$ cat src/positional_insert_delete_array_macros.svh
// Assertion macros shared by the positional insert/delete array RTL.
`ifndef POSITIONAL_INSERT_DELETE_ARRAY_MACROS_SVH
`define POSITIONAL_INSERT_DELETE_ARRAY_MACROS_SVH
`ifndef ASSERT_OFF
// Check cons in the same cycle whenever ante holds.
`define PIDA_ASSERT_IMP(lbl, clk, rst, ante, cons) \
   lbl: assert property (@(posedge clk) disable iff (rst) (ante) |-> (cons)) \
      else $error("pida assertion failed");
// Check cons in the cycle after ante holds.
`define PIDA_ASSERT_NXT(lbl, clk, rst, ante, cons) \
   lbl: assert property (@(posedge clk) disable iff (rst) (ante) |=> (cons)) \
      else $error("pida assertion failed");
`else
`define PIDA_ASSERT_IMP(lbl, clk, rst, ante, cons)
`define PIDA_ASSERT_NXT(lbl, clk, rst, ante, cons)
`endif
`endif

$ cat src/pida_pkg.sv
// Shared types and constants of the positional insert/delete array.
package pida_pkg;

   localparam int OP_W     = 2;
   localparam int POS_W    = 6;
   localparam int DATA_W   = 32;
   localparam int STATUS_W = 2;
   localparam int COUNT_W  = 6;

   localparam logic [OP_W-1:0] OP_INSERT = 2'd0;
   localparam logic [OP_W-1:0] OP_DELETE = 2'd1;
   localparam logic [OP_W-1:0] OP_DUMP   = 2'd2;

   localparam logic [STATUS_W-1:0] STATUS_OK      = 2'd0;
   localparam logic [STATUS_W-1:0] STATUS_BAD_POS = 2'd1;
   localparam logic [STATUS_W-1:0] STATUS_FULL    = 2'd2;
   localparam logic [STATUS_W-1:0] STATUS_EMPTY   = 2'd3;

   localparam int QUEUE_DEPTH = 2;
   localparam int QPTR_W      = (QUEUE_DEPTH > 1) ? $clog2(QUEUE_DEPTH) : 1;
   localparam int QCNT_W      = $clog2(QUEUE_DEPTH + 1);

   typedef enum logic [1:0] {
      CMD_INSERT,
      CMD_DELETE,
      CMD_DUMP
   } cmd_kind_type;

   typedef struct packed {
      cmd_kind_type              kind;
      logic [POS_W-1:0]          position;
      logic signed [DATA_W-1:0]  item_value;
   } cmd_type;

endpackage

$ cat src/pida_ifs.sv
// Request and response channel interfaces of the positional insert/delete array.
interface pida_req_if import pida_pkg::*; ();
   logic                      valid;
   logic                      ready;
   logic [OP_W-1:0]           op;
   logic [POS_W-1:0]          position;
   logic signed [DATA_W-1:0]  item_value;

   modport source (output valid, output op, output position, output item_value,
                   input ready);
   modport sink   (input valid, input op, input position, input item_value,
                   output ready);
endinterface

interface pida_rsp_if import pida_pkg::*; ();
   logic                      valid;
   logic                      ready;
   logic [STATUS_W-1:0]       status;
   logic signed [DATA_W-1:0]  result_value;
   logic [COUNT_W-1:0]        entry_count;
   logic                      last;

   modport source (output valid, output status, output result_value,
                   output entry_count, output last, input ready);
   modport sink   (input valid, input status, input result_value,
                   input entry_count, input last, output ready);
endinterface

$ cat src/pida_front.sv
// Front end: accept requests, decode the op code, drop unused codes.
module pida_front import pida_pkg::*; (
   pida_req_if.sink  req,
   output logic      push_valid,
   output cmd_type   push_cmd,
   input  logic      push_ready
);

   logic known_op;

   always_comb begin
      known_op            = 1'b1;
      push_cmd.position   = req.position;
      push_cmd.item_value = req.item_value;
      unique case (req.op)
         OP_INSERT: push_cmd.kind = CMD_INSERT;
         OP_DELETE: push_cmd.kind = CMD_DELETE;
         OP_DUMP:   push_cmd.kind = CMD_DUMP;
         default: begin
            push_cmd.kind = CMD_INSERT;
            known_op      = 1'b0;
         end
      endcase
   end

   // unused op codes are taken and dropped
   assign req.ready  = push_ready;
   assign push_valid = req.valid && known_op;

endmodule

$ cat src/pida_queue.sv
// Short command queue between the front end and the array engine.
`include "positional_insert_delete_array_macros.svh"
module pida_queue import pida_pkg::*; (
   input  logic    clock,
   input  logic    reset,
   input  logic    push_valid,
   input  cmd_type push_cmd,
   output logic    push_ready,
   output logic    pop_valid,
   output cmd_type pop_cmd,
   input  logic    pop_ready
);

   cmd_type             slot_ff [QUEUE_DEPTH];
   logic [QPTR_W-1:0]   wr_ptr_ff, wr_ptr_in;
   logic [QPTR_W-1:0]   rd_ptr_ff, rd_ptr_in;
   logic [QCNT_W-1:0]   cnt_ff, cnt_in;
   logic                do_push, do_pop;
   logic                q_stall;

   assign push_ready = (cnt_ff != QCNT_W'(QUEUE_DEPTH));
   assign pop_valid  = (cnt_ff != '0);
   assign pop_cmd    = slot_ff[rd_ptr_ff];
   assign do_push    = push_valid && push_ready;
   assign do_pop     = pop_valid && pop_ready;
   assign q_stall    = pop_valid && !pop_ready;

   always_comb begin
      wr_ptr_in = wr_ptr_ff;
      rd_ptr_in = rd_ptr_ff;
      cnt_in    = cnt_ff;
      if (do_push) begin
         wr_ptr_in = (wr_ptr_ff == QPTR_W'(QUEUE_DEPTH - 1)) ? '0 : wr_ptr_ff + 1'b1;
      end
      if (do_pop) begin
         rd_ptr_in = (rd_ptr_ff == QPTR_W'(QUEUE_DEPTH - 1)) ? '0 : rd_ptr_ff + 1'b1;
      end
      if (do_push && !do_pop) begin
         cnt_in = cnt_ff + 1'b1;
      end else if (do_pop && !do_push) begin
         cnt_in = cnt_ff - 1'b1;
      end
   end

   always_ff @(posedge clock) begin
      if (reset) begin
         wr_ptr_ff <= '0;
         rd_ptr_ff <= '0;
         cnt_ff    <= '0;
      end else begin
         wr_ptr_ff <= wr_ptr_in;
         rd_ptr_ff <= rd_ptr_in;
         cnt_ff    <= cnt_in;
      end
   end

   always_ff @(posedge clock) begin
      if (do_push) begin
         slot_ff[wr_ptr_ff] <= push_cmd;
      end
   end

   `PIDA_ASSERT_IMP(a_q_bound, clock, reset, 1'b1, cnt_ff <= QCNT_W'(QUEUE_DEPTH))
   `PIDA_ASSERT_NXT(a_q_head_hold, clock, reset, q_stall, pop_valid && pop_cmd == $past(pop_cmd))
   `PIDA_ASSERT_NXT(a_q_fill, clock, reset, do_push && !do_pop, cnt_ff == $past(cnt_ff) + 1'b1)

endmodule

$ cat src/pida_back.sv
// Array engine: shift register array, position checks, dump walk, response register.
`include "positional_insert_delete_array_macros.svh"
module pida_back import pida_pkg::*; #(
   parameter int DEPTH = 32
) (
   input  logic       clock,
   input  logic       reset,
   input  logic       q_valid,
   input  cmd_type    q_cmd,
   output logic       q_ready,
   pida_rsp_if.source rsp
);

   localparam int CNT_W = $clog2(DEPTH + 1);
   localparam int IDX_W = (DEPTH > 1) ? $clog2(DEPTH) : 1;
   localparam int CMP_W = ((CNT_W > POS_W) ? CNT_W : POS_W) + 1;
   localparam logic [CMP_W-1:0] DEPTH_C = CMP_W'(DEPTH);

   logic signed [DATA_W-1:0] entries_ff [DEPTH];
   logic signed [DATA_W-1:0] entries_in [DEPTH];
   logic [CNT_W-1:0]         count_ff, count_in;
   logic [CNT_W-1:0]         dump_idx_ff, dump_idx_in;

   logic                     rsp_valid_ff, rsp_valid_in;
   logic [STATUS_W-1:0]      rsp_status_ff, rsp_status_in;
   logic signed [DATA_W-1:0] rsp_value_ff, rsp_value_in;
   logic [COUNT_W-1:0]       rsp_count_ff;
   logic                     rsp_last_ff, rsp_last_in;

   logic [CMP_W-1:0]         pos_ext, cnt_ext;
   logic [IDX_W-1:0]         rd_idx;
   logic signed [DATA_W-1:0] rd_data;
   logic fire, ins_bad, ins_full, del_bad, dump_empty, dump_last;
   logic ins_go, del_go, dump_go;

   assign fire       = q_valid && (!rsp_valid_ff || rsp.ready);
   assign pos_ext    = CMP_W'(q_cmd.position);
   assign cnt_ext    = CMP_W'(count_ff);
   assign ins_bad    = (pos_ext == '0) || (pos_ext > cnt_ext + CMP_W'(1));
   assign ins_full   = (cnt_ext >= DEPTH_C);
   assign del_bad    = (pos_ext == '0) || (pos_ext > cnt_ext);
   assign dump_empty = (count_ff == '0);
   assign dump_last  = (CMP_W'(dump_idx_ff) + CMP_W'(1)) == cnt_ext;
   assign ins_go     = fire && (q_cmd.kind == CMD_INSERT) && !ins_bad && !ins_full;
   assign del_go     = fire && (q_cmd.kind == CMD_DELETE) && !del_bad;
   assign dump_go    = fire && (q_cmd.kind == CMD_DUMP) && !dump_empty;

   // a dump holds the queue head until its final entry goes out
   assign q_ready = fire && ((q_cmd.kind != CMD_DUMP) || dump_empty || dump_last);

   // single read port, shared by delete and dump
   assign rd_idx  = (q_cmd.kind == CMD_DUMP) ? dump_idx_ff[IDX_W-1:0]
                                             : IDX_W'(pos_ext - CMP_W'(1));
   assign rd_data = entries_ff[rd_idx];

   always_comb begin
      entries_in = entries_ff;
      for (int i = 0; i < DEPTH; i++) begin
         if (ins_go) begin
            if (CMP_W'(i + 1) == pos_ext) begin
               entries_in[i] = q_cmd.item_value;
            end else if ((CMP_W'(i + 1) > pos_ext) && (i > 0)) begin
               entries_in[i] = entries_ff[(i > 0) ? i - 1 : 0];
            end
         end else if (del_go) begin
            if ((CMP_W'(i + 1) >= pos_ext) && (i < DEPTH - 1)) begin
               entries_in[i] = entries_ff[(i < DEPTH - 1) ? i + 1 : i];
            end
         end
      end
   end

   always_comb begin
      count_in = count_ff;
      if (ins_go) begin
         count_in = count_ff + 1'b1;
      end else if (del_go) begin
         count_in = count_ff - 1'b1;
      end
      dump_idx_in = dump_idx_ff;
      if (dump_go) begin
         dump_idx_in = dump_last ? '0 : dump_idx_ff + 1'b1;
      end
   end

   always_comb begin
      rsp_status_in = STATUS_OK;
      rsp_value_in  = '0;
      rsp_last_in   = 1'b1;
      unique case (q_cmd.kind)
         CMD_INSERT: begin
            if (ins_bad) begin
               rsp_status_in = STATUS_BAD_POS;
            end else if (ins_full) begin
               rsp_status_in = STATUS_FULL;
            end
         end
         CMD_DELETE: begin
            if (del_bad) begin
               rsp_status_in = STATUS_BAD_POS;
            end else begin
               rsp_value_in = rd_data;
            end
         end
         CMD_DUMP: begin
            if (dump_empty) begin
               rsp_status_in = STATUS_EMPTY;
            end else begin
               rsp_value_in = rd_data;
               rsp_last_in  = dump_last;
            end
         end
         default: begin
            rsp_status_in = STATUS_OK;
         end
      endcase
      rsp_valid_in = fire ? 1'b1 : (rsp.ready ? 1'b0 : rsp_valid_ff);
   end

   always_ff @(posedge clock) begin
      if (reset) begin
         count_ff     <= '0;
         dump_idx_ff  <= '0;
         rsp_valid_ff <= 1'b0;
      end else begin
         count_ff     <= count_in;
         dump_idx_ff  <= dump_idx_in;
         rsp_valid_ff <= rsp_valid_in;
      end
   end

   always_ff @(posedge clock) begin
      entries_ff <= entries_in;
      if (fire) begin
         rsp_status_ff <= rsp_status_in;
         rsp_value_ff  <= rsp_value_in;
         rsp_count_ff  <= COUNT_W'(count_in);
         rsp_last_ff   <= rsp_last_in;
      end
   end

   assign rsp.valid        = rsp_valid_ff;
   assign rsp.status       = rsp_status_ff;
   assign rsp.result_value = rsp_value_ff;
   assign rsp.entry_count  = rsp_count_ff;
   assign rsp.last         = rsp_last_ff;

   `PIDA_ASSERT_IMP(a_count_range, clock, reset, 1'b1, CMP_W'(count_ff) <= DEPTH_C)
   `PIDA_ASSERT_IMP(a_dump_idx, clock, reset, dump_idx_ff != '0, dump_idx_ff < count_ff)
   `PIDA_ASSERT_NXT(a_ins_count, clock, reset, ins_go, count_ff == $past(count_ff) + 1'b1)

endmodule

$ cat src/positional_insert_delete_array.sv
// A request's first response passes through the command queue slot, then the engine's response register.
// Insert and delete each give a single response; a dump returns one stored entry per cycle while
// responses are taken (one response when empty), limited by the single read port of the entry array.
// The two-entry command queue lets requests keep arriving while a dump or a stalled response holds.
// Reset (synchronous, active high) clears the count, queue and response valid; entries stay as is.
module positional_insert_delete_array import pida_pkg::*; #(
   parameter int DEPTH = 32
) (
   input  logic       clock,
   input  logic       reset,
   pida_req_if.sink   req_bus,
   pida_rsp_if.source rsp_bus
);

   // front end to queue
   logic    push_valid;
   logic    push_ready;
   cmd_type push_cmd;

   // queue to engine
   logic    q_valid;
   logic    q_ready;
   cmd_type q_cmd;

   // Decode the op code of each request; unused codes are accepted and dropped here,
   // so they never reach the engine and produce no response.
   pida_front u_front (
      .req        (req_bus),
      .push_valid (push_valid),
      .push_cmd   (push_cmd),
      .push_ready (push_ready)
   );

   // Hold decoded commands so the front end keeps taking requests while the engine
   // walks a dump or waits on a stalled response.
   pida_queue u_queue (
      .clock      (clock),
      .reset      (reset),
      .push_valid (push_valid),
      .push_cmd   (push_cmd),
      .push_ready (push_ready),
      .pop_valid  (q_valid),
      .pop_cmd    (q_cmd),
      .pop_ready  (q_ready)
   );

   // Check positions against the live count, shift the entry registers up or down
   // all at once, and drive the response register. Every entry register picks
   // hold, a neighbor, or the new value.
   pida_back #(
      .DEPTH (DEPTH)
   ) u_back (
      .clock   (clock),
      .reset   (reset),
      .q_valid (q_valid),
      .q_cmd   (q_cmd),
      .q_ready (q_ready),
      .rsp     (rsp_bus)
   );

endmodule

$ cat src/flat_wrapper.sv
// flat-port wrapper written by rule: the top's interface ports become plain ports
module positional_insert_delete_array_flat import pida_pkg::*;
#(
   parameter int DEPTH = 32
)
  (clock, reset, req_bus_valid, req_bus_op, req_bus_position, req_bus_item_value, req_bus_ready, rsp_bus_valid, rsp_bus_status, rsp_bus_result_value, rsp_bus_entry_count, rsp_bus_last, rsp_bus_ready);
  pida_req_if req_bus_i ();
  pida_rsp_if rsp_bus_i ();
  input  logic clock;
  input  logic reset;
  input wire logic [$bits(req_bus_i.valid)-1:0] req_bus_valid;
  input wire logic [$bits(req_bus_i.op)-1:0] req_bus_op;
  input wire logic [$bits(req_bus_i.position)-1:0] req_bus_position;
  input wire logic [$bits(req_bus_i.item_value)-1:0] req_bus_item_value;
  output wire logic [$bits(req_bus_i.ready)-1:0] req_bus_ready;
  output wire logic [$bits(rsp_bus_i.valid)-1:0] rsp_bus_valid;
  output wire logic [$bits(rsp_bus_i.status)-1:0] rsp_bus_status;
  output wire logic [$bits(rsp_bus_i.result_value)-1:0] rsp_bus_result_value;
  output wire logic [$bits(rsp_bus_i.entry_count)-1:0] rsp_bus_entry_count;
  output wire logic [$bits(rsp_bus_i.last)-1:0] rsp_bus_last;
  input wire logic [$bits(rsp_bus_i.ready)-1:0] rsp_bus_ready;
  assign req_bus_i.valid = req_bus_valid;
  assign req_bus_i.op = req_bus_op;
  assign req_bus_i.position = req_bus_position;
  assign req_bus_i.item_value = req_bus_item_value;
  assign req_bus_ready = req_bus_i.ready;
  assign rsp_bus_valid = rsp_bus_i.valid;
  assign rsp_bus_status = rsp_bus_i.status;
  assign rsp_bus_result_value = rsp_bus_i.result_value;
  assign rsp_bus_entry_count = rsp_bus_i.entry_count;
  assign rsp_bus_last = rsp_bus_i.last;
  assign rsp_bus_i.ready = rsp_bus_ready;
  positional_insert_delete_array #(.DEPTH(DEPTH)) u_core (.clock(clock), .reset(reset), .req_bus(req_bus_i), .rsp_bus(rsp_bus_i));
endmodule
$ cat config.mk
export PLATFORM = sky130hd
export DESIGN_NAME = positional_insert_delete_array_flat
export DESIGN_NICKNAME = d
export VERILOG_FILES = /design/src/pida_pkg.sv /design/src/pida_ifs.sv /design/src/pida_front.sv /design/src/pida_queue.sv /design/src/pida_back.sv /design/src/positional_insert_delete_array.sv /design/src/flat_wrapper.sv
export VERILOG_INCLUDE_DIRS = /design/src /design/src/src
export SDC_FILE = /design/constraint.sdc
export NUM_CORES = 2
export LEC_CHECK = 0
export BUFFER_PORTS_ARGS = -buffer_cell sky130_fd_sc_hd__buf_4
export CAP_MARGIN = 20
export CORE_UTILIZATION = 30
export DETAILED_ROUTE_END_ITERATION = 8
export MAX_ROUTING_LAYER = met4
export SYNTH_ARGS = -nofsm -noshare
export SYNTH_HDL_FRONTEND = slang
export SYNTH_HIERARCHICAL = 1
export SYNTH_SLANG_ARGS = --single-unit
$ cat constraint.sdc
create_clock -name clock -period 6.25 [get_ports clock]
set_input_delay 0.625 -clock clock [delete_from_list [all_inputs] [get_ports clock]]
set_output_delay 0.625 -clock clock [all_outputs]
set_load 0.01 [all_outputs]
==> results.txt <==
The largest individual stage delay along the critical path comes from the cell sky130_fd_sc_hd__a2111oi_0. TritonCTS built the clock tree. The first global-routing pass estimated ~350 mm of wire. The worst setup path is of the reg -> reg kind.

The type of the worst min-delay path is in -> reg. The number of buffers created by CTS is 135. Sequential cells account for 33.1% of the total power. Combinational logic is responsible for 41.4% of the overall power.

For this block, the routed nets add up to approximately 240 mm of wire. The clock latency on the worst-skew pair came out at 790 ps. The switching fraction of total power came out at between 40% and 50%. The proportion of power drawn by the clock network came out at 25.4%. The clock tree buffer depth came out at 3.

From synthesis to final layout, the design area changed by 11.53%. Internal power comes to around 18 mW. In the synthesized netlist the dominant register cell turns out to be sky130_fd_sc_hd__edfxtp_1. By area the synthesized netlist is led by sky130_fd_sc_hd__edfxtp_1 50%, sky130_fd_sc_hd__mux2i_1 14%, sky130_fd_sc_hd__o21ai_0 7.5%. The signal on the critical path passes through mux2_2, inv_1, ha_1, nor2b_2, nor2_4, buf_12, buf_4, mux2i_1, a2111oi_0, buf_4, a32oi_1, o211ai_1. The number of setup buffers added after CTS is 0.

The number of global-route vias before repair came to roughly 53000. The static leakage is around 32 nW. The HPWL after detailed placement is roughly 150 mm. The count of endpoints failing hold in the final timing report is 0. The number of primary I/O pins is slightly below 90. Setup repair after global routing left no endpoint under its margin.

The overall die height came out at a little under 500 um. The standard-cell row count is ~180. Setup violations remaining at the end of the flow were counted as 0.

The power per cell area came out at 400.2 nW/um^2. The number of nets with antenna violations after routing came out at 0. The most repeated library cell on the critical path is sky130_fd_sc_hd__buf_4. The number of distinct standard cells referenced by the synthesized netlist came out at 70. The portion of the clock cycle consumed by the worst path in the final layout came out at around 83%. The cell area after technology mapping came out at ~69000 um^2.

Sequential elements use 50.32% of the synthesized area. For this design the total switching power over the nets is about 13 mW. The number of cells produced by synthesis came out at about 6700. Sorting the synthesized cells by how often they occur yields 1322 x sky130_fd_sc_hd__nand2_1, 1145 x sky130_fd_sc_hd__edfxtp_1, 1037 x sky130_fd_sc_hd__o21ai_0. The number of sinks on the clock net is ~1200.

The final setup slack of the worst path came out at between 1000 and 1500 ps. In the final layout, the share of cells above drive strength 1 is just over 10%. The data arrival at the endpoint of the critical path is ~5800 ps. The number of flops mapped to enable cells by yosys is between 1000 and 1500. The number of max-cap violations came out at 0. The count of nets after finishing is roughly 6500. After clock tree synthesis, the clock-pin slew on the worst setup and hold paths is 60 ps.

The largest total area in the synthesized netlist belongs to sky130_fd_sc_hd__edfxtp_1. Summed over its instances, the top area cell type makes up 49.80% of the synthesized netlist area. The worst setup path is captured at a flop. The run finished with clean final reports.

The required arrival time at the worst endpoint is 6850 ps. The starting density of the core came out at a little under a third. The final worst clock skew came out at approximately 37 ps.

The via density per instance came out at about 5.7. At the pin with the least slew margin, the transition time is about 1200 ps. Of all nets on the critical path, the largest fanout is 33. The worst-case vdd ir drop came out at between 0.3 and 0.4 mV.

The total routing resource utilization after global routing is 20.38%. The core region is 228200 um^2. Of all flip-flops after synthesis, the portion carrying an async set or reset was 0%.

The DRC violation count after routing is 0. The count of H-tree levels built during CTS is 4. The overall power is between 30 and 40 mW. The total negative setup slack is 0 ps. The stage delay of the slowest cell on the critical path is a little under 900 ps. The pre-CTS setup slack is 1218 ps.

The register bit count reported by yosys came out at between 1000 and 1500. The cell with the most instances after synthesis is sky130_fd_sc_hd__nand2_1. Routability-driven placement finished with a final weighted congestion of approximately 0.9.

After global routing the overflow that remains totals 0. The total of fill cells in the finished design came out at between 20000 and 25000. The placed instance area came out at 72480 um^2. The relative max-transition margin is around 17%. The number of antenna violations at the first check in global routing came to 3. The final-report max-slew violation count is 0. The area of all placed cells without fillers came out at 77010 um^2. The count of buffers inserted at the top-level ports is 86.

For this run, the detailed router's first-pass iteration total came to 6. The net count of the mapped netlist came out at roughly 6700. The number of warnings reported in the yosys synthesis log is 6. The worst setup path is launched from a flop.

Across all layers, the routed design uses 54570 vias. The average cell area after synthesis came out at 10.34 um^2. In this run the horizontal extent of the chip is 481.7 um. Based on the critical path, the design can be clocked at up to approximately 190 MHz. The die covers around 230000 um^2. The clock period minus worst slack is approximately 5200 ps. The number of design-rule violations left by the first detailed-router iteration came out at 6485. The average wire per cell in the routed design came out at approximately 25 um. Entering global routing, the biggest net connects slightly above 300 pins.

The clock root buffer is sky130_fd_sc_hd__clkbuf_16.
-- cells in the final DEF (no fill, tap or decap), types with 63 or more instances in the layout --
master | netlist | routed
sky130_fd_sc_hd__nand2b_1 | 80 | 78
sky130_fd_sc_hd__a21oi_1 | 209 | 192
sky130_fd_sc_hd__edfxtp_1 | 1145 | 1145
sky130_fd_sc_hd__a311oi_1 | 63 | 63
sky130_fd_sc_hd__o21ai_0 | 1037 | 1036
sky130_fd_sc_hd__clkbuf_16 | 0 | 139
sky130_fd_sc_hd__mux2i_1 | 994 | 993
sky130_fd_sc_hd__mux2_2 | 75 | 73
sky130_fd_sc_hd__a211oi_1 | 220 | 220
sky130_fd_sc_hd__a21o_1 | 64 | 64
sky130_fd_sc_hd__a31oi_1 | 73 | 71
sky130_fd_sc_hd__buf_4 | 58 | 227
sky130_fd_sc_hd__nand2_1 | 1322 | 1303
sky130_fd_sc_hd__and3_1 | 160 | 159
-- per-layer routing --
metal / track usage (%) / vias up / share of wire [%]
li1: - / 24270 / -
met1: 25.42 / 27380 / 41
met2: 33.34 / 2407 / 48
met3: 2.549 / 518 / 6.9
met4: 8.258 / 0 / 4.1
met5: - / - / 0
-- stage by stage --
step           hold slack, ps  utilization (%)  instances
6_report                45.09            33.75       9494
5_1_grt                 20.18            33.75       9493
4_1_cts                 1.382            33.75       9492
3_5_place_dp            503.4            31.77       9222
3_3_place_gp            490.9            31.76       9221
2_1_floorplan           470.5                -       6677
-- sequential cells by signal (all words and copies together), names as in the netlist, 2 cells and up, named ones only --
signal	flops
u_core/u_back/entries_ff	1024
u_core/u_queue/slot_ff	80
u_core/u_back/dump_idx_ff	6
u_core/u_queue/cnt_ff	2
u_core/u_back/rsp.entry_count	6
u_core/u_back/rsp.status	2
u_core/u_back/rsp.result_value	32
u_core/u_back/count_ff	6
-- cell families (layout without fill, tap and decap cells) --
| group | after synthesis | in the layout | synth area share (%) |
|---|---|---|---|
| AO/OA/AOI/OAI | 1865 | 1865 | 15.97 |
| adder cells (fa/ha/maj) | 25 | 25 | 0.4530 |
| AND/OR/NAND/NOR | 1738 | 1738 | 10.73 |
| other | 0 | 2 | 0 |
| buffers and inverters | 736 | 542 | 4.626 |
| flip-flops | 1163 | 1163 | 50.32 |
| XOR/XNOR | 18 | 18 | 0.2283 |
| multiplexers | 1132 | 1132 | 17.67 |
-- worst max-delay path, delay by kind of cell (launching register included) --
family | cells | cell delay [ps]
AND/OR/NAND/NOR | 2 | 430
multiplexers | 2 | 690
buffers and inverters | 4 | 1200
AO/OA/AOI/OAI | 3 | 1410
adder cells (fa/ha/maj) | 1 | 570
flip-flops | 1 | 600
-- layout make-up --
cell class,count,area (um^2),share of cell area (%)
clock buffer,165,3576,4.643
tap,3009,3765,4.889
sequential,1163,34750,45.12
inverter,21,78.83,0.1024
clock inverter,74,638.1,0.8286
multi-input combinational,4778,31710,41.18
timing repair buffer,282,2485,3.227
antenna,2,5.005,0.006499
-- power by group through the flow --
stage	clock [mW]	sequential, mW	combinational [mW]
2_1_floorplan	0	10.1	7.83
3_3_place_gp	0	10.4	12.3
3_5_place_dp	0	10.4	12.5
4_1_cts	7.97	10.3	12.5
5_1_grt	8.24	10.3	13.5
6_report	7.84	10.2	12.8
-- path summary, 6_finish.rpt --
| check | depth (start not counted) | endpoint | from | slack, ps |
|---|---|---|---|---|
| setup / recovery | 12 | u_core/u_back/rsp.result_value[7]$_DFFE_PP_ | flop | 1080 |
| hold / removal | 1 | u_core/u_queue/slot_ff[1][22]$_DFFE_PP_ | req_bus_item_value[22] | 50 |
| setup reg to reg | 12 | u_core/u_back/rsp.result_value[7]$_DFFE_PP_ | flop | 1080 |
| hold reg to reg | 2 | u_core/u_back/rsp.valid$_SDFFE_PP0P_ | u_core/u_back/rsp.valid$_SDFFE_PP0P_ | 510 |
-- timing repair --
item / 4_1_cts / 5_1_grt
gates resized for setup: 0 / 0
hold endpoints to repair: 62 / 0
hold buffers: 31 / 0
Note: power is estimated with default switching activity, not from simulation.
